File: src/design/bgu_pkg.sv
// types, constants and helpers shared by the bilinear grid upsampler
// no dependencies; used by every module of the block except bgu_ram
package bgu_pkg;

  localparam int VAL_W      = 32;
  localparam int CRD_W      = 6;
  localparam int FINE_W     = 12;
  localparam int RATIO_W    = 7;
  localparam int CX_W       = FINE_W + 1;
  localparam int DEN_W      = 2 * RATIO_W;
  localparam int W_W        = DEN_W;
  localparam int PROD_W     = VAL_W + W_W + 1;
  localparam int ACC_W      = VAL_W + DEN_W + 2;
  localparam int DVD_W      = VAL_W + DEN_W;
  localparam int CNT_W      = $clog2(VAL_W + 1);
  localparam int NVAL       = 3;
  localparam int NWGT       = 5;

  localparam int CFG_IDX_W  = 3;
  localparam int CFG_DATA_W = RATIO_W;
  localparam int IN_TDATA_W  = 136;
  localparam int OUT_TDATA_W = 96;

  localparam logic [CFG_IDX_W-1:0] CFG_RATIO  = 3'd0;
  localparam logic [CFG_IDX_W-1:0] CFG_ORG_X  = 3'd1;
  localparam logic [CFG_IDX_W-1:0] CFG_ORG_Y  = 3'd2;
  localparam logic [CFG_IDX_W-1:0] CFG_LAST_X = 3'd3;
  localparam logic [CFG_IDX_W-1:0] CFG_LAST_Y = 3'd4;

  localparam logic [RATIO_W-1:0] RATIO_RST = 7'd1;
  localparam logic [CRD_W-1:0]   ORG_RST   = 6'd0;
  localparam logic [CRD_W-1:0]   LAST_RST  = 6'd63;

  localparam logic OP_WRITE = 1'b0;
  localparam logic OP_QUERY = 1'b1;

  typedef enum logic [3:0] {
    ST_IDLE,
    ST_DX,
    ST_DXW,
    ST_DY,
    ST_DYW,
    ST_WGT,
    ST_MAC,
    ST_RND,
    ST_DVS,
    ST_DVW,
    ST_FIN
  } state_t;

  typedef struct packed {
    logic               start;
    logic [DEN_W-1:0]   hi;
    logic [VAL_W-1:0]   lo;
    logic [DEN_W-1:0]   dvs;
    logic [CNT_W-1:0]   nbits;
  } div_req_t;

  typedef struct packed {
    logic               done;
    logic [VAL_W-1:0]   quo;
    logic [DEN_W-1:0]   rem;
  } div_rsp_t;

  typedef struct packed {
    logic clr;
    logic add;
  } mac_ctl_t;

  function automatic logic [CRD_W-1:0] clamp_idx(input logic [CX_W-1:0] c,
                                                 input logic [CRD_W-1:0] lim);
    logic [CRD_W-1:0] res;
    if (c > {{(CX_W-CRD_W){1'b0}}, lim}) res = lim;
    else res = c[CRD_W-1:0];
    return res;
  endfunction

endpackage

File: src/design/bgu_mac.sv
// shared signed multiplier with registered product and accumulator
// depends on bgu_pkg
module bgu_mac (
  input  logic                                clk,
  input  bgu_pkg::mac_ctl_t                   ctl,
  input  logic signed [bgu_pkg::VAL_W-1:0]    op_a,
  input  logic        [bgu_pkg::W_W-1:0]      op_b,
  output logic signed [bgu_pkg::PROD_W-1:0]   prod,
  output logic signed [bgu_pkg::ACC_W-1:0]    acc
);

  logic signed [bgu_pkg::PROD_W-1:0] prod_r;
  logic signed [bgu_pkg::ACC_W-1:0]  acc_r;
  logic signed [bgu_pkg::W_W:0]      b_s;

  assign b_s = $signed({1'b0, op_b});

  always_ff @(posedge clk) begin
    prod_r <= op_a * b_s;
    if (ctl.clr) begin
      acc_r <= '0;
    end else if (ctl.add) begin
      acc_r <= acc_r + {{(bgu_pkg::ACC_W-bgu_pkg::PROD_W){prod_r[bgu_pkg::PROD_W-1]}}, prod_r};
    end
  end

  assign prod = prod_r;
  assign acc  = acc_r;

endmodule

File: config.mk
export PLATFORM = sky130hd
export DESIGN_NAME = bgu_mac
export DESIGN_NICKNAME = d
export VERILOG_FILES = /design/src/design/bgu_pkg.sv /design/src/design/bgu_mac.sv
export SDC_FILE = /design/constraint.sdc
export NUM_CORES = 1
export LEC_CHECK = 0
export BUFFER_PORTS_ARGS = -buffer_cell sky130_fd_sc_hd__buf_2
export CAP_MARGIN = 20
export CELL_PAD_IN_SITES_DETAIL_PLACEMENT = 0
export CELL_PAD_IN_SITES_GLOBAL_PLACEMENT = 1
export CORE_MARGIN = 1.5
export CORE_UTILIZATION = 35
export DETAILED_ROUTE_END_ITERATION = 16
export HOLD_SLACK_MARGIN = 0.06
export PLACE_DENSITY_LB_ADDON = 0.1
export SYNTH_ARGS = -nofsm -noshare
export SYNTH_HDL_FRONTEND = slang
export SYNTH_SLANG_ARGS = --single-unit
File: constraint.sdc
create_clock -name clk -period 16.95 [get_ports clk]
set_input_delay 1.695 -clock clk [delete_from_list [all_inputs] [get_ports clk]]
set_output_delay 1.695 -clock clk [all_outputs]
set_load 0.02 [all_outputs]
==> results.yml <==
sta:
  setup_viol: 0
  slew_violations: 0
  finalHoldWorstSlack_ps: 495.7
  hold_viol_final: 0
  rsz0062_at_grt: "no"
  worst_slew_pin_slew_ps: 806.3
  period_share: 0.4654
  timing.fmax_ghz: 0.1268
  fin_tns_setup_ps: 0
  skew_ps: 7.720
  slew_headroom: 0.4624
  period_needed_ps: 7889
placed_design:
  dp_hpwl_mm: 48.46
  dpl_cell_area_mm2: 0.02215
  gp_congestion: 0.8842
  io_buffers: 143
yosys:
  async_flop_share: 0
  ys_seq_area_frac: 0.09137
  ys_ff_latch: 95
  synth.distinct_cells: 74
  synthesis.area_mm2: 0.02081
  yosys.area.top_type: "fa_1"
  synth_nets: 2940
  synth.most_common_cell: "inv_1"
  synth-edff-count: 0
  postSynthAreaPerCell_um2: 8.949
  yosys-top-cells-count: "inv_1 (447), fa_1 (411), and2_1 (302)"
  netlist_instances: 2326
  yosysWarnings: 0
  netlist_top_cells_area: "fa_1 (40%), ha_1 (9.3%), dfxtp_1 (9.1%)"
  synth_ff_type: "dfxtp_1"
  synthDominantCellAreaShare: 0.3953
clock_tree:
  htreeDepth: 3
  clockBufferDepth: 2
  cts_resized: 0
  clkLatencyLatePin_ps: 370
  hold_buffers: 0
  clkTransAtPathRegs_ps: 70
  tritoncts: "yes"
  root_buffer: "clkbuf_16"
  clock-sinks: 95
  cts_buffers: 9
  postCtsSetupBuffers: 0
final_layout:
  final_area_mm2: 0.02247
  fillers: 6043
  regArea_mm2: 0.001902
  multi_input_area_mm2: 0.01687
  drive_above_1_share: 0.07406
  synthToLayoutAreaGrowth_pct: 7.971
  fin_nets: 3000
worst_setup_path:
  crit_fanout: 32
  reg2reg_depth: 10
  path_class: "input port to flop"
  arrival_ps: 8160
  cp-endpoint: "prod[45]"
  cp-end-kind: "flop"
  crit_path_start: "op_b[6]"
  r2r-start: "prod[26]"
  setup.worst_path.start_class: "input port"
  cp_data_required_time_ps: 17220
  r2r-end: "acc[40]"
  worst-r2r-setup-slack_ps: 13410
global_route:
  grt_pass1_vias: 17042
  grt_use_total: 0.2033
  antenna_found_initial: 3
  grt_max_degree: 54
  grt_pass1_wl_mm: 96.32
  grt-ovfl-total: 0
job:
  maxCapViolations: 0
status:
  status: "completed"
die:
  ioPinCount: 144
  die_w_um: 246.9
  die_y_um: 246.9
  initial_core_util: 0.3533
  rows: 89
  core_area_mm2: 0.05891
  die-area_mm2: 0.06094
detailed_routing:
  wl_mm: 59.79
  drt_pass1_iterations: 5
  drcViolationCount: 0
  routedWlPerCell_um: 18.88
  drtIter0Drc: 626
  antenna_left: 0
  via_per_inst: 4.913
  dr_total_vias: 15553
worst_hold_path:
  hold_path.class: "flop to flop"
==> critical path, stage by stage <==
cell	delay [ps]
buf_2	560
nand2_1	170
fa_1	540
fa_1	520
inv_1	50
fa_1	550
fa_1	430
fa_1	490
inv_1	50
fa_1	550
inv_1	60
ha_1	370
and3_1	290
nand4_1	190
nor4_1	270
a32o_1	260
o21ai_1	110
a31oi_1	440
o21ai_1	220
a311oi_1	290
==> logic make-up after synthesis <==
logic type | share of synthesized area
AO/OA/AOI/OAI | 0.09936
buffers and inverters | 0.09822
flip-flops | 0.09137
XOR/XNOR | 0.03282
AND/OR/NAND/NOR | 0.1749
adder cells (fa/ha/maj) | 0.4879
multiplexers | 0.01545
==> metal layers <==
metal	vias to the layer above	track usage	routed length (um)
met5	-	0	0
met3	39	0.02008	1966
met4	0	0.03766	717
li1	7333	-	-
met1	7923	0.2974	30100
met2	258	0.3265	27010
==> worst min-delay path by stage <==
stage                  from  cells past startpoint  endpoint
floorplan           acc[45]                      2   acc[45]
global placement    acc[36]                      2   acc[36]
detailed placement  acc[36]                      2   acc[36]
CTS                 acc[36]                      2   acc[36]
global route        acc[28]                      2   acc[28]
finish              acc[36]                      2   acc[36]
==> placed cells by master, fill, tap and decap left out, types with 58 or more instances in the layout <==
master and n:
and2_1 302, fa_1 411, nand2_1 207, nor2_1 84
inv_1 447, buf_2 143, a21oi_1 96, ha_1 154
dfxtp_1 95, xnor2_1 58
==> registers in the layout, summed over array words and instances, names as in the netlist <==
name	cells
acc	48
prod	47
==> metrics by stage <==
| step | setup slack (ps) | utilization | instances |
|---|---|---|---|
| after floorplan | 9669 | - | 2326 |
| after global placement | 8654 | 0.3760 | 3148 |
| after detailed placement | 8628 | 0.3760 | 3148 |
| after CTS | 9010 | 0.3814 | 3163 |
| after global routing | 8565 | 0.3815 | 3166 |
| final | 9061 | 0.3815 | 3166 |
==> cell type report <==
class,instances,area share
flip-flops and latches,95,0.08462
inverters,448,0.07482
diodes,3,0.0003340
clock buffers,9,0.01002
multi-input cells,1687,0.7506
well taps,773,0.04304
repair buffers,145,0.03251
clock inverters,6,0.004064
Power is left out: the tool's default activity adds up to more than one toggle a clock period on the data nets, which glitch-free logic cannot reach.
