--- src/design/bgu_pkg.sv ---
// types, constants and helpers shared by the bilinear grid upsampler
// no dependencies; used by every module of the block except bgu_ram
package bgu_pkg;

  localparam int VAL_W      = 32;
  localparam int CRD_W      = 6;
  localparam int FINE_W     = 12;
  localparam int RATIO_W    = 7;
  localparam int CX_W       = FINE_W + 1;
  localparam int DEN_W      = 2 * RATIO_W;
  localparam int W_W        = DEN_W;
  localparam int PROD_W     = VAL_W + W_W + 1;
  localparam int ACC_W      = VAL_W + DEN_W + 2;
  localparam int DVD_W      = VAL_W + DEN_W;
  localparam int CNT_W      = $clog2(VAL_W + 1);
  localparam int NVAL       = 3;
  localparam int NWGT       = 5;

  localparam int CFG_IDX_W  = 3;
  localparam int CFG_DATA_W = RATIO_W;
  localparam int IN_TDATA_W  = 136;
  localparam int OUT_TDATA_W = 96;

  localparam logic [CFG_IDX_W-1:0] CFG_RATIO  = 3'd0;
  localparam logic [CFG_IDX_W-1:0] CFG_ORG_X  = 3'd1;
  localparam logic [CFG_IDX_W-1:0] CFG_ORG_Y  = 3'd2;
  localparam logic [CFG_IDX_W-1:0] CFG_LAST_X = 3'd3;
  localparam logic [CFG_IDX_W-1:0] CFG_LAST_Y = 3'd4;

  localparam logic [RATIO_W-1:0] RATIO_RST = 7'd1;
  localparam logic [CRD_W-1:0]   ORG_RST   = 6'd0;
  localparam logic [CRD_W-1:0]   LAST_RST  = 6'd63;

  localparam logic OP_WRITE = 1'b0;
  localparam logic OP_QUERY = 1'b1;

  typedef enum logic [3:0] {
    ST_IDLE,
    ST_DX,
    ST_DXW,
    ST_DY,
    ST_DYW,
    ST_WGT,
    ST_MAC,
    ST_RND,
    ST_DVS,
    ST_DVW,
    ST_FIN
  } state_t;

  typedef struct packed {
    logic               start;
    logic [DEN_W-1:0]   hi;
    logic [VAL_W-1:0]   lo;
    logic [DEN_W-1:0]   dvs;
    logic [CNT_W-1:0]   nbits;
  } div_req_t;

  typedef struct packed {
    logic               done;
    logic [VAL_W-1:0]   quo;
    logic [DEN_W-1:0]   rem;
  } div_rsp_t;

  typedef struct packed {
    logic clr;
    logic add;
  } mac_ctl_t;

  function automatic logic [CRD_W-1:0] clamp_idx(input logic [CX_W-1:0] c,
                                                 input logic [CRD_W-1:0] lim);
    logic [CRD_W-1:0] res;
    if (c > {{(CX_W-CRD_W){1'b0}}, lim}) res = lim;
    else res = c[CRD_W-1:0];
    return res;
  endfunction

endpackage

--- src/design/bgu_divider.sv ---
// restoring divider, one quotient bit per cycle, shared by coordinate and value division
// depends on bgu_pkg
module bgu_divider (
  input  logic               clk,
  input  logic               rst_n,
  input  bgu_pkg::div_req_t  req,
  output bgu_pkg::div_rsp_t  rsp
);

  logic                        busy_r;
  logic                        done_r;
  logic [bgu_pkg::CNT_W-1:0]   cnt_r;
  logic [bgu_pkg::DEN_W-1:0]   dvs_r;
  logic [bgu_pkg::VAL_W-1:0]   lo_r;
  logic [bgu_pkg::DEN_W-1:0]   rem_r;
  logic [bgu_pkg::VAL_W-1:0]   quo_r;
  logic [bgu_pkg::DEN_W:0]     trial;
  logic [bgu_pkg::DEN_W:0]     diff;
  logic                        ge;
  logic [bgu_pkg::DEN_W-1:0]   rem_nxt;

  always_comb begin
    trial   = {rem_r, lo_r[bgu_pkg::VAL_W-1]};
    diff    = trial - {1'b0, dvs_r};
    ge      = (trial >= {1'b0, dvs_r});
    rem_nxt = ge ? diff[bgu_pkg::DEN_W-1:0] : trial[bgu_pkg::DEN_W-1:0];
  end

  always_ff @(posedge clk) begin
    if (!rst_n) begin
      busy_r <= 1'b0;
      done_r <= 1'b0;
      cnt_r  <= '0;
    end else begin
      done_r <= 1'b0;
      if (req.start) begin
        busy_r <= 1'b1;
        cnt_r  <= req.nbits;
      end else if (busy_r) begin
        cnt_r <= cnt_r - 1'b1;
        if (cnt_r == bgu_pkg::CNT_W'(1)) begin
          busy_r <= 1'b0;
          done_r <= 1'b1;
        end
      end
    end
  end

  always_ff @(posedge clk) begin
    if (req.start) begin
      dvs_r <= req.dvs;
      lo_r  <= req.lo;
      rem_r <= req.hi;
      quo_r <= '0;
    end else if (busy_r) begin
      rem_r <= rem_nxt;
      lo_r  <= {lo_r[bgu_pkg::VAL_W-2:0], 1'b0};
      quo_r <= {quo_r[bgu_pkg::VAL_W-2:0], ge};
    end
  end

  assign rsp.done = done_r;
  assign rsp.quo  = quo_r;
  assign rsp.rem  = rem_r;

endmodule

--- config.mk ---
export PLATFORM = sky130hd
export DESIGN_NAME = bgu_divider
export DESIGN_NICKNAME = d
export VERILOG_FILES = /design/src/design/bgu_pkg.sv /design/src/design/bgu_divider.sv
export SDC_FILE = /design/constraint.sdc
export NUM_CORES = 1
export LEC_CHECK = 0
export ABC_AREA = 0
export BUFFER_PORTS_ARGS = -buffer_cell sky130_fd_sc_hd__buf_2
export CAP_MARGIN = 20
export CORE_MARGIN = 4
export CORE_UTILIZATION = 52
export CTS_BUF_LIST = sky130_fd_sc_hd__clkbuf_4 sky130_fd_sc_hd__clkbuf_8
export DETAILED_ROUTE_END_ITERATION = 8
export GPL_TIMING_DRIVEN = 0
export PLACE_DENSITY = 0.79
export SLEW_MARGIN = 15
export SYNTH_ARGS = -nofsm -noshare
export SYNTH_HDL_FRONTEND = slang
export SYNTH_SLANG_ARGS = --single-unit
export TNS_END_PERCENT = 30
--- constraint.sdc ---
create_clock -name clk -period 2.7 [get_ports clk]
set_input_delay 0.27 -clock clk [delete_from_list [all_inputs] [get_ports clk]]
set_output_delay 0.27 -clock clk [all_outputs]
set_load 0.02 [all_outputs]
==> impl_metrics.env <==
export IMPL_syn_area_sq_um=4750
export IMPL_area_growth_pct=20.2
export IMPL_synth_top_cell_area_share=0.379
export IMPL_clkSinkCount=100
export IMPL_dp_hpwl_um=7430
export IMPL_yosys_area_top_type="edfxtp_1"
export IMPL_r2r_slack_ps=110
export IMPL_yosysUniqueCellTypes=54
export IMPL_status="complete, no violations"
export IMPL_critical_path_startpoint="rem_r[5]"
export IMPL_syn_area_per_cell_sq_um=12.0
export IMPL_dpl_cell_area_sq_um=5460
export IMPL_ys_seq_elements=100
export IMPL_whs_endpoint="dvs_r[4]"
export IMPL_die_w_um=104
export IMPL_yosysWarnings=0
export IMPL_start_util=0.540
export IMPL_dr_pass1_iters=4
export IMPL_syn_inst=395
export IMPL_max_slew_margin=0.539
export IMPL_maxCapViolations=0
export IMPL_cp_arrival_ps=2710
export IMPL_worstSetupStartpointType="flip-flop"
export IMPL_crit_path_end_kind="flip-flop"
export IMPL_grt_start_max_net_pins=48
export IMPL_cts_root_buffer="clkbuf_8"
export IMPL_worstPathRequired_ps=2820
export IMPL_clock_latency_ps=370
export IMPL_synth_common_cells="edfxtp_1 (60), nor2_1 (52), mux2i_1 (41), dfxtp_1 (40), mux2_2 (31)"
export IMPL_antenna_found_initial=0
export IMPL_fill_cells=696
export IMPL_setup_viol=0
export IMPL_period_needed_ps=2590
export IMPL_vias=3407
export IMPL_rows=34
export IMPL_async_reset_ff_frac=0
export IMPL_wl_per_cell_um=16.1
export IMPL_synth_most_common_cell="edfxtp_1"
export IMPL_skew_ps=10.9
export IMPL_tritoncts="built"
export IMPL_drtIter0Drc=184
export IMPL_numCtsBuffers=9
export IMPL_seq_area_frac_synth=0.548
export IMPL_stdcell_area_sq_um=5710
export IMPL_grt_overflow=0
export IMPL_path_max_fanout=7
export IMPL_grt_pass1_vias=3455
export IMPL_ios=116
export IMPL_critical_path_class="flip-flop to flip-flop"
export IMPL_holdPathStages=1
export IMPL_drt_wl_total_um=10300
export IMPL_worstHoldStart="req[10]"
export IMPL_timing_rr_end="rem_r[13]"
export IMPL_multi_input_area_sq_um=1990
export IMPL_fp_dieH_um=104
export IMPL_synth_area_leaders="edfxtp_1 (38%), dfxtp_1 (17%), mux2i_1 (8.6%)"
export IMPL_insertedDiodeCount=0
export IMPL_htree_levels=3
export IMPL_fin_cells=636
export IMPL_clock_path_buffers=2
export IMPL_ys_flop_type="edfxtp_1"
export IMPL_r2r_start="rem_r[5]"
export IMPL_power_density_nw_per_um2=721
export IMPL_synth_nets=481
export IMPL_grt_pass1_wl_um=16900
export IMPL_synth_edf_count=60
export IMPL_max_freq_mhz=386
export IMPL_cts_hold_fix_buffers=0
export IMPL_hold_viol=0
export IMPL_hold_class="input pin to flip-flop"
export IMPL_dp_cells=618
export IMPL_clkTransAtPathRegs_ps=100
export IMPL_portBuffers=115
export IMPL_final_layout_size_suffix_gt1_frac=0.347
export IMPL_die_area_sq_um=10700
export IMPL_ant_nets=0
export IMPL_worst_slew_pin_slew_ps=691
export IMPL_finalSetupTns_ps=0
export IMPL_leakage_nw=2.47
export IMPL_r2r_cells=9
export IMPL_viasPerCell=5.36
export IMPL_layout_worst_path_cycle_share=0.960
export IMPL_grt_use_total=0.194
export IMPL_gp_congestion=0.850
export IMPL_drv_slew=0
export IMPL_seq_area_sq_um=2600
export IMPL_fin_util=0.649
export IMPL_p_total_mw=4.12
export IMPL_drc=0
export IMPL_nets=609
export IMPL_peakVddDrop_mv=0.298
export IMPL_core_sq_um=8810
[registers in the layout, indices dropped and copies added, names as in the netlist]
signal	flops
cnt_r	6
quo_r	32
done_r	1
dvs_r	14
rem_r	14
lo_r	32
busy_r	1
[cells in the final DEF (no fill, tap or decap), types with 2 or more instances in the layout]
cell | netlist | final
nor4b_1 | 2 | 2
nor3b_1 | 3 | 3
inv_1 | 20 | 20
nand2b_1 | 3 | 3
buf_2 | 1 | 116
buf_1 | 8 | 8
xnor2_1 | 10 | 10
nor3_1 | 4 | 4
a211oi_1 | 2 | 2
a221o_1 | 3 | 3
mux2i_1 | 41 | 40
a311oi_1 | 2 | 2
a21o_1 | 2 | 2
edfxtp_1 | 60 | 60
o21ai_0 | 13 | 12
nor4_1 | 2 | 2
nand2_1 | 11 | 11
buf_4 | 1 | 2
o21bai_1 | 2 | 2
nor2b_1 | 3 | 2
a21oi_1 | 15 | 15
clkinv_4 | 0 | 2
ha_1 | 16 | 15
mux2_2 | 31 | 31
clkbuf_8 | 0 | 9
xor2_1 | 6 | 6
nor2_1 | 52 | 52
nand4_1 | 3 | 3
inv_6 | 0 | 2
clkbuf_1 | 7 | 7
and2_1 | 6 | 6
dfxtp_1 | 40 | 40
[worst max-delay path, stage by stage, from the launching register on]
cell,delay (ps)
edfxtp_1,440
ha_1,310
buf_6,140
a21oi_1,110
o21ai_0,120
or3_4,380
o211ai_1,170
o41a_2,160
o311ai_0,140
a221o_1,360
[how the worst max path moves through the flow]
stage / end / depth (start not counted)
after detailed placement: lo_r[19] / 4
after floorplan: rem_r[12] / 9
final: rem_r[13] / 9
after CTS: rem_r[13] / 8
after global placement: lo_r[21] / 4
after global routing: rem_r[9] / 9
[power by group]
group | switching, mW | internal [mW] | total [mW]
logic | 0.668 | 0.572 | 1.24
clock network | 0.557 | 0.444 | 1.00
registers | 0.0812 | 1.80 | 1.88
[routing by layer]
metal,GRT usage,vias to the layer above,wire (um)
met1,0.242,1613,4330
met2,0.323,100,5020
li1,-,1677,-
met3,0.0653,17,750
met4,0.0532,0,154
met5,0,-,0
[cell type report]
class                   instances  share of cell area
clock buffers                   9              0.0217
flip-flops and latches        100               0.455
multi-input cells             255               0.349
plain buffers                  20              0.0175
repair buffers                117               0.106
well taps                     108              0.0236
inverters                      20              0.0131
clock inverters                 7              0.0142
[cell families (layout without fill, tap and decap cells)]
kind of cell               after synthesis  after routing  share of synthesized area
AOI/OAI and AO/OA                       53             53                     0.0814
and+or+nand+nor                         97             97                     0.0985
buffers and inverters                   40            173                     0.0369
DFF                                    100            100                      0.548
xor gates and xnor gates                16             16                     0.0295
muxes                                   72             72                      0.160
adders and majority gates               17             17                     0.0463
[stage by stage]
step	setup slack, ps	hold slack, ps
after floorplan	169	369
after global placement	-50.9	447
after detailed placement	-150	449
after CTS	78.4	52.9
after global routing	-0.319	45.5
final	107	64.5
[repair_timing]
action | CTS | global route
resized for setup | 0 | 5
endpoints found under the setup margin | 3 | 6
pin swaps | 1 | 4
buffers inserted | 1 | 1
cloned | 0 | 0
Note: power is estimated with default switching activity, not from simulation.
